===== src/rtl/srd_post.sv =====
// ----------------------------------------------------------------------------
// Divider result stage
// Applies the quotient sign, clears the remainder on a zero divisor.
// ----------------------------------------------------------------------------
module srd_post #(
  parameter int unsigned DATA_WIDTH = 32
) (
  input  logic                         clk,
  input  logic                         rst,
  input  logic                         in_valid,
  output logic                         in_ready,
  input  logic        [DATA_WIDTH-2:0] q_in,
  input  logic        [DATA_WIDTH-2:0] r_in,
  input  logic                         neg_in,
  input  logic                         dz_in,
  output logic                         out_valid,
  input  logic                         out_ready,
  output logic signed [DATA_WIDTH-1:0] quotient,
  output logic        [DATA_WIDTH-2:0] remainder
);

  logic [DATA_WIDTH-1:0] q_ext;

  assign q_ext    = {1'b0, q_in};
  assign in_ready = !out_valid || out_ready;

  // Hold the result until the consumer takes it
  always_ff @(posedge clk) begin
    if (rst) begin
      out_valid <= 1'b0;
    end else if (in_ready) begin
      out_valid <= in_valid;
    end
  end

  // Negate the quotient when operand signs differ; zero stays zero
  always_ff @(posedge clk) begin
    if (in_ready && in_valid) begin
      quotient  <= neg_in ? (~q_ext + 1'b1) : q_ext;
      remainder <= dz_in ? '0 : r_in;
    end
  end

endmodule


===== config.mk =====
export PLATFORM = sky130hd
export DESIGN_NAME = srd_post
export DESIGN_NICKNAME = d
export VERILOG_FILES = /design/src/rtl/srd_post.sv
export SDC_FILE = /design/constraint.sdc
export NUM_CORES = 1
export LEC_CHECK = 0
export BUFFER_PORTS_ARGS = -buffer_cell sky130_fd_sc_hd__buf_2
export CELL_PAD_IN_SITES_DETAIL_PLACEMENT = 2
export CELL_PAD_IN_SITES_GLOBAL_PLACEMENT = 2
export CORE_MARGIN = 2
export CORE_UTILIZATION = 30
export CTS_CLUSTER_DIAMETER = 30
export DETAILED_ROUTE_END_ITERATION = 10
export PLACE_DENSITY_LB_ADDON = 0.1
export SKIP_LAST_GASP = 1
export SYNTH_ARGS = -nofsm -noshare
export SYNTH_HDL_FRONTEND = slang
export SYNTH_SLANG_ARGS = --single-unit

===== constraint.sdc =====
create_clock -name clk -period 3 [get_ports clk]
set_input_delay 0.15 -clock clk [delete_from_list [all_inputs] [get_ports clk]]
set_output_delay 0.15 -clock clk [all_outputs]
set_load 0.01 [all_outputs]

==> reports/qor.txt <==
status = completed
Int Power = 1.488 mW
first-pass GRT wire length = 13.37 mm
Critical Path Start Type = primary input
Post-Layout Cell Count = 483
Final Net Count = 415
CTS root buffer = clkbuf_8
drt wl/cell = 17.44 um
routed vias/inst = 4.673
Fin Hold WS = 0.03504 ns
EDFF count, synth = 63
final hold violations = 0
fin crit share = 0.5672
Clock Latency Late Sink = 0.33 ns
final setup vio count = 0
RSZ-0062 raised after global routing = no
Worst Tran Pin Value = 0.6651 ns
placed cells = 466
clk sinks = 64
Critical Path RT = 3.06 ns
yosys warns = 0
CTS tree = built
Sequential Power Share = 0.533
post-synthesis cell count = 208
cell area after synthesis = 2978 sq um
Layout area overhead = 33.19%
pwr/cell area = 510.1 nW/um^2
Logic pwr share = 0.150
Seq. cell area = 1912 sq um
total power = 2.023 mW
H-tree levels = 3
register area share after synthesis = 0.6420
via count = 2257
die height = 103.6 um
Iter 0 DRT Violations = 54
critical path class = primary input to flop
Synth top area share = 0.6353
detailed-route DRC error count = 0
largest net degree at the start of global routing = 38
Worst-path clk slew = 0.07 ns
n_diodes = 0
HPWL after DPL = 6.315 mm
Post-synth ARST share = 0
CP Capture Type = flop
postcts setup bufs = 0
sw frac = 0.2646
Peak Freq = 587.7 MHz
Max-Slew Margin vs Limit = 0.5566
initial antenna violation count = 0
share of layout cells above drive strength 1 = 0.4571
Pins Over Slew Limit = 0
vias in the first global route = 2424
DRT Pass-1 Iters = 4
number of max-cap violations = 0
Starting Density = 0.3075
Fillers = 1023
PortBufs = 132
Post-Route Skew = 0.01130 ns
Synth Flop Type = edfxtp_1
Synth area leader = edfxtp_1
Clock Tree Buf Depth = 2
Clk network pwr share = 0.317
minimum clock period = 1.702 ns
GPL Wtd Cong = 0.7310
DIE AREA = 10740 sq um
Net Sw Power = 535.3 uW
die width = 103.6 um
P_leak = 1.558 nW
CTS Buf Count = 9
total grt overflow = 0
Netlist cell types = 34
footprint of the multi-input gates = 1003 sq um
syn_area_per_cell = 14.32 sq um
number of I/O pins = 133
row cnt = 36
core area = 9684 sq um
hold crit path type = primary input to flop
synth top area cells = edfxtp_1, xnor2_1, nor2b_1
Syn Nets = 278
antenna-violating nets left = 0
Synth Register Bits = 64
peak supply drop = 0.1701 mV
setup TNS = 0 ns
drt total wl = 8.422 mm
post-route core utilization = 0.4096
gr usage total = 0.1589
CP max FO = 6
CP Data Arrival Time = 1.76 ns
[through the flow]
| step | area (sq um) | worst slack, ns |
|---|---|---|
| 2_1_floorplan | 2978 | 0.5676 |
| 3_3_place_gp | 3792 | 0.9909 |
| 3_5_place_dp | 3792 | 0.9366 |
| 4_1_cts | 3966 | 1.286 |
| 5_1_grt | 3966 | 1.169 |
| 6_report | 3966 | 1.298 |
[cell usage in the layout, fill, tap and decap left out, types with 2 or more instances in the layout]
master / synthesis / final
xnor2_1: 28 / 28
nand2_1: 10 / 10
buf_2: 0 / 132
ha_1: 2 / 2
clkinv_2: 0 / 4
or4_1: 2 / 2
o31ai_1: 8 / 8
nand4b_1: 2 / 2
nand2b_1: 3 / 3
nor4_1: 3 / 3
clkbuf_8: 0 / 9
nor2_1: 3 / 3
nand3b_1: 3 / 3
edfxtp_1: 63 / 63
o41ai_2: 4 / 4
inv_1: 6 / 6
o41ai_1: 7 / 7
nor2b_1: 31 / 31
o21ai_0: 7 / 7
nor4_4: 3 / 3
[metal layers]
layer | track usage | vias up | routed length (um)
met5 | 0 | - | 0
met4 | 0.04151 | 0 | 69
met3 | 0.04720 | 6 | 475
met2 | 0.2810 | 78 | 4365
met1 | 0.1887 | 1122 | 3511
li1 | - | 1051 | -
[worst paths after layout]
| check | endpoint | slack, ns | from | cells after the start |
|---|---|---|---|---|
| max | quotient[19] | 1.30 | q_in[5] | 5 |
| min | quotient[0] | 0.04 | q_in[0] | 1 |
| max reg2reg | quotient[31] | 1.33 | out_valid | 3 |
| min reg2reg | out_valid | 0.54 | out_valid | 2 |
[critical path, cell delays in order]
cell      delay (ns)
buf_2           0.13
nor4_4          0.50
nand4b_1        0.32
o41ai_1         0.50
xnor2_1         0.16
[timing repair]
action                                  in CTS  in global routing
resized for setup                            0                  0
endpoints found under the hold margin        1                  0
hold buffers                                 1                  0
endpoints found under the setup margin       0                  0
[state kept, by name (all words and copies together) (netlist names)]
register,count
out_valid,1
quotient,32
remainder,31
[area by class of cell]
| class | instances | area share |
|---|---|---|
| repair buffers | 135 | 0.1760 |
| clock buffers | 10 | 0.03218 |
| multi-input cells | 129 | 0.2530 |
| clock inverters | 6 | 0.009148 |
| flip-flops and latches | 64 | 0.4820 |
| inverters | 6 | 0.005678 |
| well taps | 133 | 0.04196 |
[synth_stat cells (3+ instances only)]
cell and instances:
xnor2_1 28, o41ai_2 4, o41ai_1 7, edfxtp_1 63, o21ai_0 7, nor2_1 3
nor2b_1 31, inv_1 6, clkbuf_1 5, nand2_1 10, nor4_1 3, o31ai_1 8
nand2b_1 3, buf_1 3, nand3b_1 3, nor4_4 3
[power by group through the flow]
stage / clock network [mW] / logic (mW) / registers [mW]
floorplan: 0 / 0.107 / 1.14
global placement: 0 / 0.301 / 1.10
detailed placement: 0 / 0.308 / 1.10
CTS: 0.667 / 0.310 / 1.08
global route: 0.700 / 0.333 / 1.09
finish: 0.642 / 0.303 / 1.08
[kinds of logic (layout without fill, tap and decap cells)]
| logic type | after synthesis | count (layout) | share of synthesized area |
|---|---|---|---|
| compound gates | 29 | 29 | 0.08109 |
| xor+xnor | 29 | 29 | 0.08530 |
| fa+ha+maj | 2 | 2 | 0.008402 |
| buf+inv | 15 | 157 | 0.02143 |
| flops | 64 | 64 | 0.6420 |
| simple gates | 69 | 69 | 0.1618 |
Note: power is estimated with default switching activity, not from simulation.
