`src/rtl/srd_prep.sv`:
```
// ----------------------------------------------------------------------------
// Divider operand stage
// Registers saturated operand magnitudes, result sign and zero-divisor flag.
// ----------------------------------------------------------------------------
module srd_prep #(
  parameter int unsigned DATA_WIDTH = 32
) (
  input  logic                         clk,
  input  logic                         rst,
  input  logic                         in_valid,
  output logic                         in_ready,
  input  logic signed [DATA_WIDTH-1:0] numerator,
  input  logic signed [DATA_WIDTH-1:0] denominator,
  output logic                         out_valid,
  input  logic                         out_ready,
  output logic        [DATA_WIDTH-2:0] n_mag,
  output logic        [DATA_WIDTH-2:0] d_mag,
  output logic                         neg,
  output logic                         dz
);

  logic [DATA_WIDTH-2:0] n_abs;
  logic [DATA_WIDTH-2:0] d_abs;

  // Magnitude, with the most negative value saturated to the largest magnitude
  function automatic logic [DATA_WIDTH-2:0] mag(input logic [DATA_WIDTH-1:0] v);
    logic [DATA_WIDTH-1:0] t;
    t = v[DATA_WIDTH-1] ? (~v + 1'b1) : v;
    if (t[DATA_WIDTH-1]) begin
      mag = '1;
    end else begin
      mag = t[DATA_WIDTH-2:0];
    end
  endfunction

  assign n_abs    = mag(numerator);
  assign d_abs    = mag(denominator);
  assign in_ready = !out_valid || out_ready;

  // Hold the valid flag until downstream takes the transaction
  always_ff @(posedge clk) begin
    if (rst) begin
      out_valid <= 1'b0;
    end else if (in_ready) begin
      out_valid <= in_valid;
    end
  end

  // Capture operands on each accepted transaction
  always_ff @(posedge clk) begin
    if (in_ready && in_valid) begin
      n_mag <= n_abs;
      d_mag <= d_abs;
      neg   <= numerator[DATA_WIDTH-1] ^ denominator[DATA_WIDTH-1];
      dz    <= (d_abs == '0);
    end
  end

endmodule

```
`config.mk`:
```
export PLATFORM = sky130hd
export DESIGN_NAME = srd_prep
export DESIGN_NICKNAME = d
export VERILOG_FILES = /design/src/rtl/srd_prep.sv
export SDC_FILE = /design/constraint.sdc
export NUM_CORES = 1
export LEC_CHECK = 0
export BUFFER_PORTS_ARGS = -buffer_cell sky130_fd_sc_hd__buf_2
export CELL_PAD_IN_SITES_DETAIL_PLACEMENT = 1
export CELL_PAD_IN_SITES_GLOBAL_PLACEMENT = 2
export CORE_MARGIN = 1
export CORE_UTILIZATION = 27
export DETAILED_ROUTE_END_ITERATION = 7
export PLACE_DENSITY_LB_ADDON = 0.1
export SYNTH_ARGS = -nofsm -noshare
export SYNTH_HDL_FRONTEND = slang
export SYNTH_SLANG_ARGS = --single-unit
```
`constraint.sdc`:
```
create_clock -name clk -period 2.5 [get_ports clk]
set_input_delay 0.125 -clock clk [delete_from_list [all_inputs] [get_ports clk]]
set_output_delay 0.125 -clock clk [all_outputs]
set_load 0.1 [all_outputs]
```
==> metrics <==
status=complete, no violations; global-route wire length before repair=19.7 mm; mux share of post-synthesis cell area=less than 1%; fin util=38.0%; root buffer cell=clkbuf_16; Worst Hold Class=input port to flip-flop; crit path DAT=2410 ps; Initial Util=27.7%; total die area=between 15000 and 20000 µm²; ys flop type=edfxtp_1; mapped cell area=a little over 4000 µm²; I/O pin total=134; CP Launch Type=input port; core footprint=14600 µm²; drt first pass iters=4; Critical Path RT=2580 ps; placed insts=757; DR DRC count=0; drt total wl=between 10 and 15 mm; CTS Buf Count=9; mean post-synth cell area=about 9.9 µm²; most frequent cells in the layout=133 x buf_2, 79 x nand2_1, 64 x edfxtp_1, 55 x buf_4, 40 x xor2_1; Worst setup EP type=flip-flop; Worst-path clk slew=50 ps; adder-cell share of the synthesized area=less than 1%; CTS H-tree depth=3; Worst path max stage delay=630 ps; routed vias/inst=roughly 4.9; vias in the first global route=3788; initial antenna violation count=0; Compound-Gate Fraction of Synth Area=12.5%; Pwr Total=3.58 mW; Fin. Hold Viols=0; synth warn=0; main combinational cell family by area after synthesis=simple AND/OR/NAND/NOR gates; Worst path slowest cell=or4_1; # Max-Cap Violations=0; Slew @ Worst Pin=596 ps; Post-CTS Setup Bufs=0; CTS tree=built; fin cells=~770; Core Rows=44; gr usage total=~16%; fin crit period=2330 ps; DP Wirelength=9.50 mm; final clock skew=approximately 8.6 ps; final slew viol count=0; xor/xnor share of the synthesized area=11.7%; gpl congestion=0.769; Mapped Cells=409; Area Overhead vs Synth=37.4%; final net count=655; Initial DRC Count=184; CP top delay family=simple AND/OR/NAND/NOR gates; Die Y=124 µm; CTS max path bufs=2; RSZ-0062 raised after global routing=false; clk_lat worst skew=330 ps; FF+latch count, synth=65; Slew Limit Headroom=60.3%; ys async rst share=0%; port buffer count=133; PwrDens=644 nW/µm²; EDFF count, synth=64; DP Area=5300 µm²; Crit Path Class=input port to flip-flop; grt ovf=0; period utilisation layout=93.0%; post-route cell area=5550 µm²; largest net degree at the start of global routing=51; Post-Syn Nets=479; FF-to-FF setup slack=980 ps; Seq/Total Area, Yosys=between 40% and 50%; Buf/Inv on CP=2; # clock sinks=65; crit-path cells=buf_2 -> or3_4 -> or4_4 -> or4_1 -> buf_4 -> o31ai_1 -> xor2_1 -> nand2_1; layout cell share with drive strength beyond 1=36.8%; Antenna Cells=0; Lkg Pwr=2.39 nW; worst-path maximum fanout=5; Final setup viols=0; simple-gate portion of the synthesized area=23.0%; most common cell after layout, fill and taps aside=buf_2; Antenna Violating Nets Remaining=0; VDD IR-drop max=343 µV; Cell variety after synth=between 50 and 60; DIE WIDTH=124 µm; drt wl/cell=16.1 µm; Vias=3780; fmax=430 MHz; WHS=34.2 ps
==> layout make-up <==
cell class	instances	area, µm²
multi-input combinational	309	1960
inverter	8	30.0
sequential	65	1940
tap	184	230
clock inverter	3	11.3
fill	1725	9040
clock buffer	10	229
timing repair buffer	192	1150
==> worst paths after layout <==
kind / start / end / cells past startpoint
setup / recovery: numerator[12] / n_mag[23] / 8
hold / removal: in_valid / out_valid / 3
setup reg to reg: out_valid / n_mag[21] / 3
hold reg to reg: out_valid / out_valid / 2
==> worst reg2reg max path, stage by stage, from the launching register on <==
cell and delay, ps:
dfxtp_2 320, nand2b_2 70, and2_2 420, buf_12 320
==> per-layer routing <==
layer | part of all wire (%) | track usage (%) | vias up | wire length, µm
met5 | 0 | 0 | - | 0
met4 | 2.0 | 7.02 | 0 | 246
met3 | 4.0 | 2.84 | 15 | 499
met2 | 48 | 27.1 | 90 | 6000
met1 | 46 | 20.7 | 1819 | 5630
li1 | - | - | 1856 | -
==> registers in the layout (all words and copies together) (netlist names) <==
signal / cells
n_mag: 31
d_mag: 31
out_valid: 1
dz: 1
neg: 1
==> timing repair <==
action,in CTS,in global routing
hold endpoints to repair,1,0
setup endpoints to repair,0,1
gates resized for setup,0,1
hold buffers,1,0
==> Yosys cell counts, drive strengths merged, types with 2 or more instances <==
| cell type | number | area share, % |
|---|---|---|
| and2 | 3 | 0.46 |
| nand2 | 79 | 7.3 |
| ha | 2 | 0.62 |
| or2 | 2 | 0.31 |
| nand4 | 9 | 1.4 |
| buf | 6 | 0.90 |
| o211ai | 2 | 0.37 |
| or3 | 10 | 1.7 |
| nor2 | 17 | 1.6 |
| nand4b | 3 | 0.65 |
| xnor2 | 14 | 3.0 |
| o31ai | 14 | 2.6 |
| nor4 | 10 | 1.9 |
| a21oi | 8 | 0.99 |
| and3 | 2 | 0.31 |
| edfxtp | 64 | 48 |
| a41oi | 2 | 0.43 |
| nand2b | 8 | 1.2 |
| o32ai | 3 | 0.65 |
| a31o | 2 | 0.43 |
| xor2 | 40 | 8.7 |
| o21ai | 19 | 2.4 |
| nor4b | 2 | 0.59 |
| nor2b | 3 | 0.46 |
| nand3 | 9 | 1.1 |
| o41ai | 5 | 1.3 |
| inv | 8 | 0.74 |
| o31a | 3 | 0.65 |
| or4 | 7 | 1.4 |
| nor3 | 10 | 1.5 |
| a31oi | 4 | 0.62 |
| clkbuf | 21 | 2.0 |
==> stage by stage <==
| step | worst slack, ps | setup TNS [ps] |
|---|---|---|
| after CTS | 154 | 0 |
| after floorplan | 120 | 0 |
| after global routing | 36.4 | 0 |
| after detailed placement | -207 | -2630 |
| after global placement | -126 | -674 |
| final | 174 | 0 |
==> report_power, final <==
part | leakage, nW | internal, mW | total (mW) | switching (mW)
clock | 0.117 | 0.643 | 1.10 | 0.452
combinational | 1.64 | 0.256 | 1.14 | 0.889
sequential | 0.628 | 1.31 | 1.34 | 0.0218
total | 2.39 | 2.21 | 3.58 | 1.36
==> cells by family (layout without fill, tap and decap cells) <==
kind of cell | count (synthesis) | after routing
flip-flops | 65 | 65
AO/OA/AOI/OAI | 72 | 72
multiplexers | 2 | 2
AND/OR/NAND/NOR | 179 | 179
buffers and inverters | 35 | 213
XOR/XNOR | 54 | 54
adder cells (fa/ha/maj) | 2 | 2
Note: power is estimated with default switching activity, not from simulation.
