==> src/rtl/srd_cell.sv <==
// ----------------------------------------------------------------------------
// Divider bit cell
// One restoring step: shift in a numerator bit, trial subtract, keep or restore.
// ----------------------------------------------------------------------------
module srd_cell #(
  parameter int unsigned DATA_WIDTH = 32
) (
  input  logic                  clk,
  input  logic                  rst,
  input  logic                  in_valid,
  output logic                  in_ready,
  input  logic [DATA_WIDTH-2:0] n_in,
  input  logic [DATA_WIDTH-2:0] d_in,
  input  logic [DATA_WIDTH-2:0] r_in,
  input  logic [DATA_WIDTH-2:0] q_in,
  input  logic                  neg_in,
  input  logic                  dz_in,
  output logic                  out_valid,
  input  logic                  out_ready,
  output logic [DATA_WIDTH-2:0] n_out,
  output logic [DATA_WIDTH-2:0] d_out,
  output logic [DATA_WIDTH-2:0] r_out,
  output logic [DATA_WIDTH-2:0] q_out,
  output logic                  neg_out,
  output logic                  dz_out
);

  logic [DATA_WIDTH-1:0] rs;
  logic [DATA_WIDTH:0]   diff;
  logic                  ge;
  logic [DATA_WIDTH-2:0] r_next;

  // Trial subtract of the divisor from the shifted partial remainder
  assign rs     = {r_in, n_in[DATA_WIDTH-2]};
  assign diff   = {1'b0, rs} - {2'b00, d_in};
  assign ge     = !diff[DATA_WIDTH];
  assign r_next = ge ? diff[DATA_WIDTH-2:0] : rs[DATA_WIDTH-2:0];

  assign in_ready = !out_valid || out_ready;

  // Hold the valid flag until the next cell takes the transaction
  always_ff @(posedge clk) begin
    if (rst) begin
      out_valid <= 1'b0;
    end else if (in_ready) begin
      out_valid <= in_valid;
    end
  end

  // Advance remainder, quotient and numerator by one bit
  always_ff @(posedge clk) begin
    if (in_ready && in_valid) begin
      n_out   <= {n_in[DATA_WIDTH-3:0], 1'b0};
      d_out   <= d_in;
      r_out   <= r_next;
      q_out   <= {q_in[DATA_WIDTH-3:0], ge};
      neg_out <= neg_in;
      dz_out  <= dz_in;
    end
  end

endmodule

==> config.mk <==
export PLATFORM = sky130hd
export DESIGN_NAME = srd_cell
export DESIGN_NICKNAME = d
export VERILOG_FILES = /design/src/rtl/srd_cell.sv
export SDC_FILE = /design/constraint.sdc
export NUM_CORES = 1
export LEC_CHECK = 0
export BUFFER_PORTS_ARGS = -buffer_cell sky130_fd_sc_hd__buf_2
export CAP_MARGIN = 20
export CELL_PAD_IN_SITES_DETAIL_PLACEMENT = 1
export CELL_PAD_IN_SITES_GLOBAL_PLACEMENT = 1
export CORE_UTILIZATION = 34
export CTS_CLUSTER_SIZE = 12
export DETAILED_ROUTE_END_ITERATION = 16
export PLACE_DENSITY = 0.73
export SLEW_MARGIN = 0
export SYNTH_ARGS = -nofsm -noshare
export SYNTH_HDL_FRONTEND = slang
export SYNTH_SLANG_ARGS = --single-unit
==> constraint.sdc <==
create_clock -name clk -period 4.05 [get_ports clk]
set_input_delay 0.405 -clock clk [delete_from_list [all_inputs] [get_ports clk]]
set_output_delay 0.405 -clock clk [all_outputs]
set_load 0.01 [all_outputs]
==> results.md <==
- Status: finished, final reports clean
- H-tree Lvls: 4
- Fin crit period: 3.35 ns
- Buf/Inv on CP: 3
- Worst Tran Pin Value: 0.729 ns
- DR pass1 iterations: 5
- Rows: 48
- Most common cell after layout, fill and taps aside: buf_2
- Slew Limit Fails: 0
- Initial antenna violation count: 0
- TritonCTS buffer count: 17
- I/O pin cnt: 258
- Hold Vio Cnt, Final: 0
- Hold buffer count at CTS: 0
- Die Y: 136 um
- Gr usage total: 19.7%
- Cells on Worst Hold Path: 2
- Gates resized, CTS repair: 0
- Final instance area: 0.00821 mm^2
- TritonCTS clock tree: built
- Arrival time of the worst setup path: 3.53 ns
- Final worst path period share: 82.8%
- Hold Crit Class: in -> reg
- Clock Tree Buf Depth: 2
- Post-Syn Area per Cell: 13.5 um^2
- Maxcap violations: 0
- Port Buffers: 255
- Area after DPL: 0.00764 mm^2
- Filler cells: between 1500 and 2000
- CP Launch Type: input pin
- Worst-path clk slew: 0.06 ns
- Critical path, cell by cell: buf_2 > inv_1 > ha_1 > fa_1 > nand2b_1 > a21o_1 > a31oi_4 > a41o_1 > a21oi_2 > o31a_1 > or2_2 > buf_4 > mux2_4
- Levels on crit path: 13
- Vias in the first global route: about 5000
- Hpwl dp: approximately 14 mm
- Starting Density: 35.1%
- Number of vias in the routed layout: 4766
- Pwr Density: approximately 460 mW/mm^2
- CP delay by family, top: compound AO/OA/AOI/OAI gates
- Number of setup buffers added after CTS: 0
- Nets@finish: 880
- Largest net degree at the start of global routing: 77
- Die area: 0.0185 mm^2
- Clk_lat worst skew: about 0.42 ns
- Unique masters post-synth: 52
- Crit path kind: in -> reg
- Synth Cell Area: 0.00611 mm^2
- Die X: 136 um
- Root buffer cell: clkbuf_16
- Syn Nets: ~600
- Worst Skew: 0.00996 ns
- Worst EP required: 4.22 ns
- Routed len/inst: 19.1 um
- CTS Sinks: 126
- Final Setup Violations: 0
- CP max FO: 10
- Fraction of layout cells with a size suffix above 1: 43.8%
- Worst path slowest cell: or2_2
- Critical Path End Type: register
- Yosys warnings: 0
- Max stage delay on crit path: approximately 0.44 ns
- Post-Syn Instances: 453
- Pleak: 3.65 nW
- Initial DRC Count: 230
- Unrepaired setup endpoints after global routing: false
- Remaining Overflow, GRT: 0
- Inst Count DP: 924
- VDD IR max: roughly 0.29 mV
- Most used DFF post-synth: edfxtp_1
- Diode count: 0
- Fin Setup TNS: 0 ns
- Post-route DRC: 0
- Core Box Area: 0.0174 mm^2
- #FFs+latches synth: 126
- Rel. slew slack: 51.4%
- First-pass GRT wire length: 27.1 mm
- RePlAce Congestion: around 0.86
- Most frequent cells in the layout: buf_2 (255), edfxtp_1 (125), inv_1 (38), ha_1 (31), a21oi_1 (27)
- Post-DR vias/cell: ~5.0
- Total Routed Length: 18.3 mm
- R2R depth: 3
- Antenna Nets Post-Route: 0
- Asr flop ratio synth: 0%
- Final Power: about 0.0038 W
- Cell Count, Final, Fillers Out: 956
- Synthesis-to-finish area growth: 34.3%
- Post-synth EDFFs: 125
- F_max: around 0.30 GHz
- Sequential cell area fraction in the yosys report: 61.7%
[cell usage after synthesis, types with 2 or more instances]
library cell | instances | area (um^2)
edfxtp_1 | 125 | 3750
inv_1 | 38 | 143
ha_1 | 31 | 388
a21oi_1 | 27 | 135
nor2_1 | 23 | 86.3
o21ai_0 | 22 | 110
mux2_4 | 21 | 315
xnor2_1 | 18 | 158
nand2_1 | 12 | 45.0
nand3_1 | 12 | 60.1
a21o_1 | 11 | 82.6
clkbuf_1 | 10 | 37.5
o21ai_1 | 10 | 50.1
a31oi_1 | 8 | 50.1
xor2_1 | 7 | 61.3
nand4_1 | 6 | 37.5
and2_1 | 5 | 31.3
and3_1 | 5 | 31.3
nand2b_1 | 5 | 31.3
o21a_1 | 5 | 37.5
a41oi_1 | 4 | 35.0
nor2b_1 | 4 | 25.0
o211ai_1 | 4 | 30.0
nor3_1 | 3 | 15.0
o31ai_1 | 3 | 22.5
a2111oi_0 | 2 | 17.5
a311o_1 | 2 | 20.0
and4_1 | 2 | 17.5
buf_12 | 2 | 40.0
buf_6 | 2 | 22.5
o21bai_1 | 2 | 15.0
o31a_1 | 2 | 17.5
[worst paths after layout]
kind         slack (ns)  startpoint        end
max                0.70    n_in[30]  r_out[11]
min                0.13         rst  out_valid
max reg2reg        2.14   out_valid  n_out[21]
min reg2reg        0.55   out_valid  out_valid
[through the flow]
step	utilization, %	hold slack [ns]	setup WS (ns)
4_1_cts	47.1	0.121	0.704
3_5_place_dp	43.8	0.536	0.303
3_3_place_gp	43.8	0.510	0.359
6_report	47.1	0.134	0.698
5_1_grt	47.1	0.128	0.562
2_1_floorplan	-	0.474	0.0539
[state kept, by name, summed over array words and instances, names as in the netlist]
name / flops
d_out: 31
n_out: 30
out_valid: 1
neg_out: 1
dz_out: 1
q_out: 31
r_out: 31
[report_power, final]
part	internal [W]	leakage [nW]	total [W]	switching [W]
registers	0.00157	1.22	0.00159	0.0000275
logic	0.000321	2.15	0.000716	0.000394
clock network	0.000873	0.277	0.00149	0.000616
total	0.00276	3.65	0.00380	0.00104
[cells by family (layout without fill, tap and decap cells)]
group                      Yosys count  in the layout  share of synthesized area [%]
muxes                               22             22                           5.34
xor gates and xnor gates            25             25                           3.58
AOI/OAI and AO/OA                  112            112                           11.8
other                                1              1                         0.0613
buffers and inverters               54            332                           4.15
adders and majority gates           32             32                           6.67
and+or+nand+nor                     81             81                           6.63
DFF                                126            126                           61.7
[routing by layer]
layer,track usage [%],wire length [um],share of wire (%),up-vias
met4,7.59,316,1.7,0
met2,36.3,9760,53,191
met1,21.1,6820,37,2320
met5,0,0,0,-
met3,5.41,1370,7.5,21
li1,-,-,-,2234
[cell type report]
cell class,instances,area [um^2],share of cell area (%)
tap,225,282,3.43
sequential,126,3770,46.0
multi-input combinational,273,2090,25.4
timing repair buffer,261,1350,16.4
clock inverter,14,134,1.63
clock buffer,18,439,5.35
inverter,39,146,1.78
(Power assumes the default switching activity.)
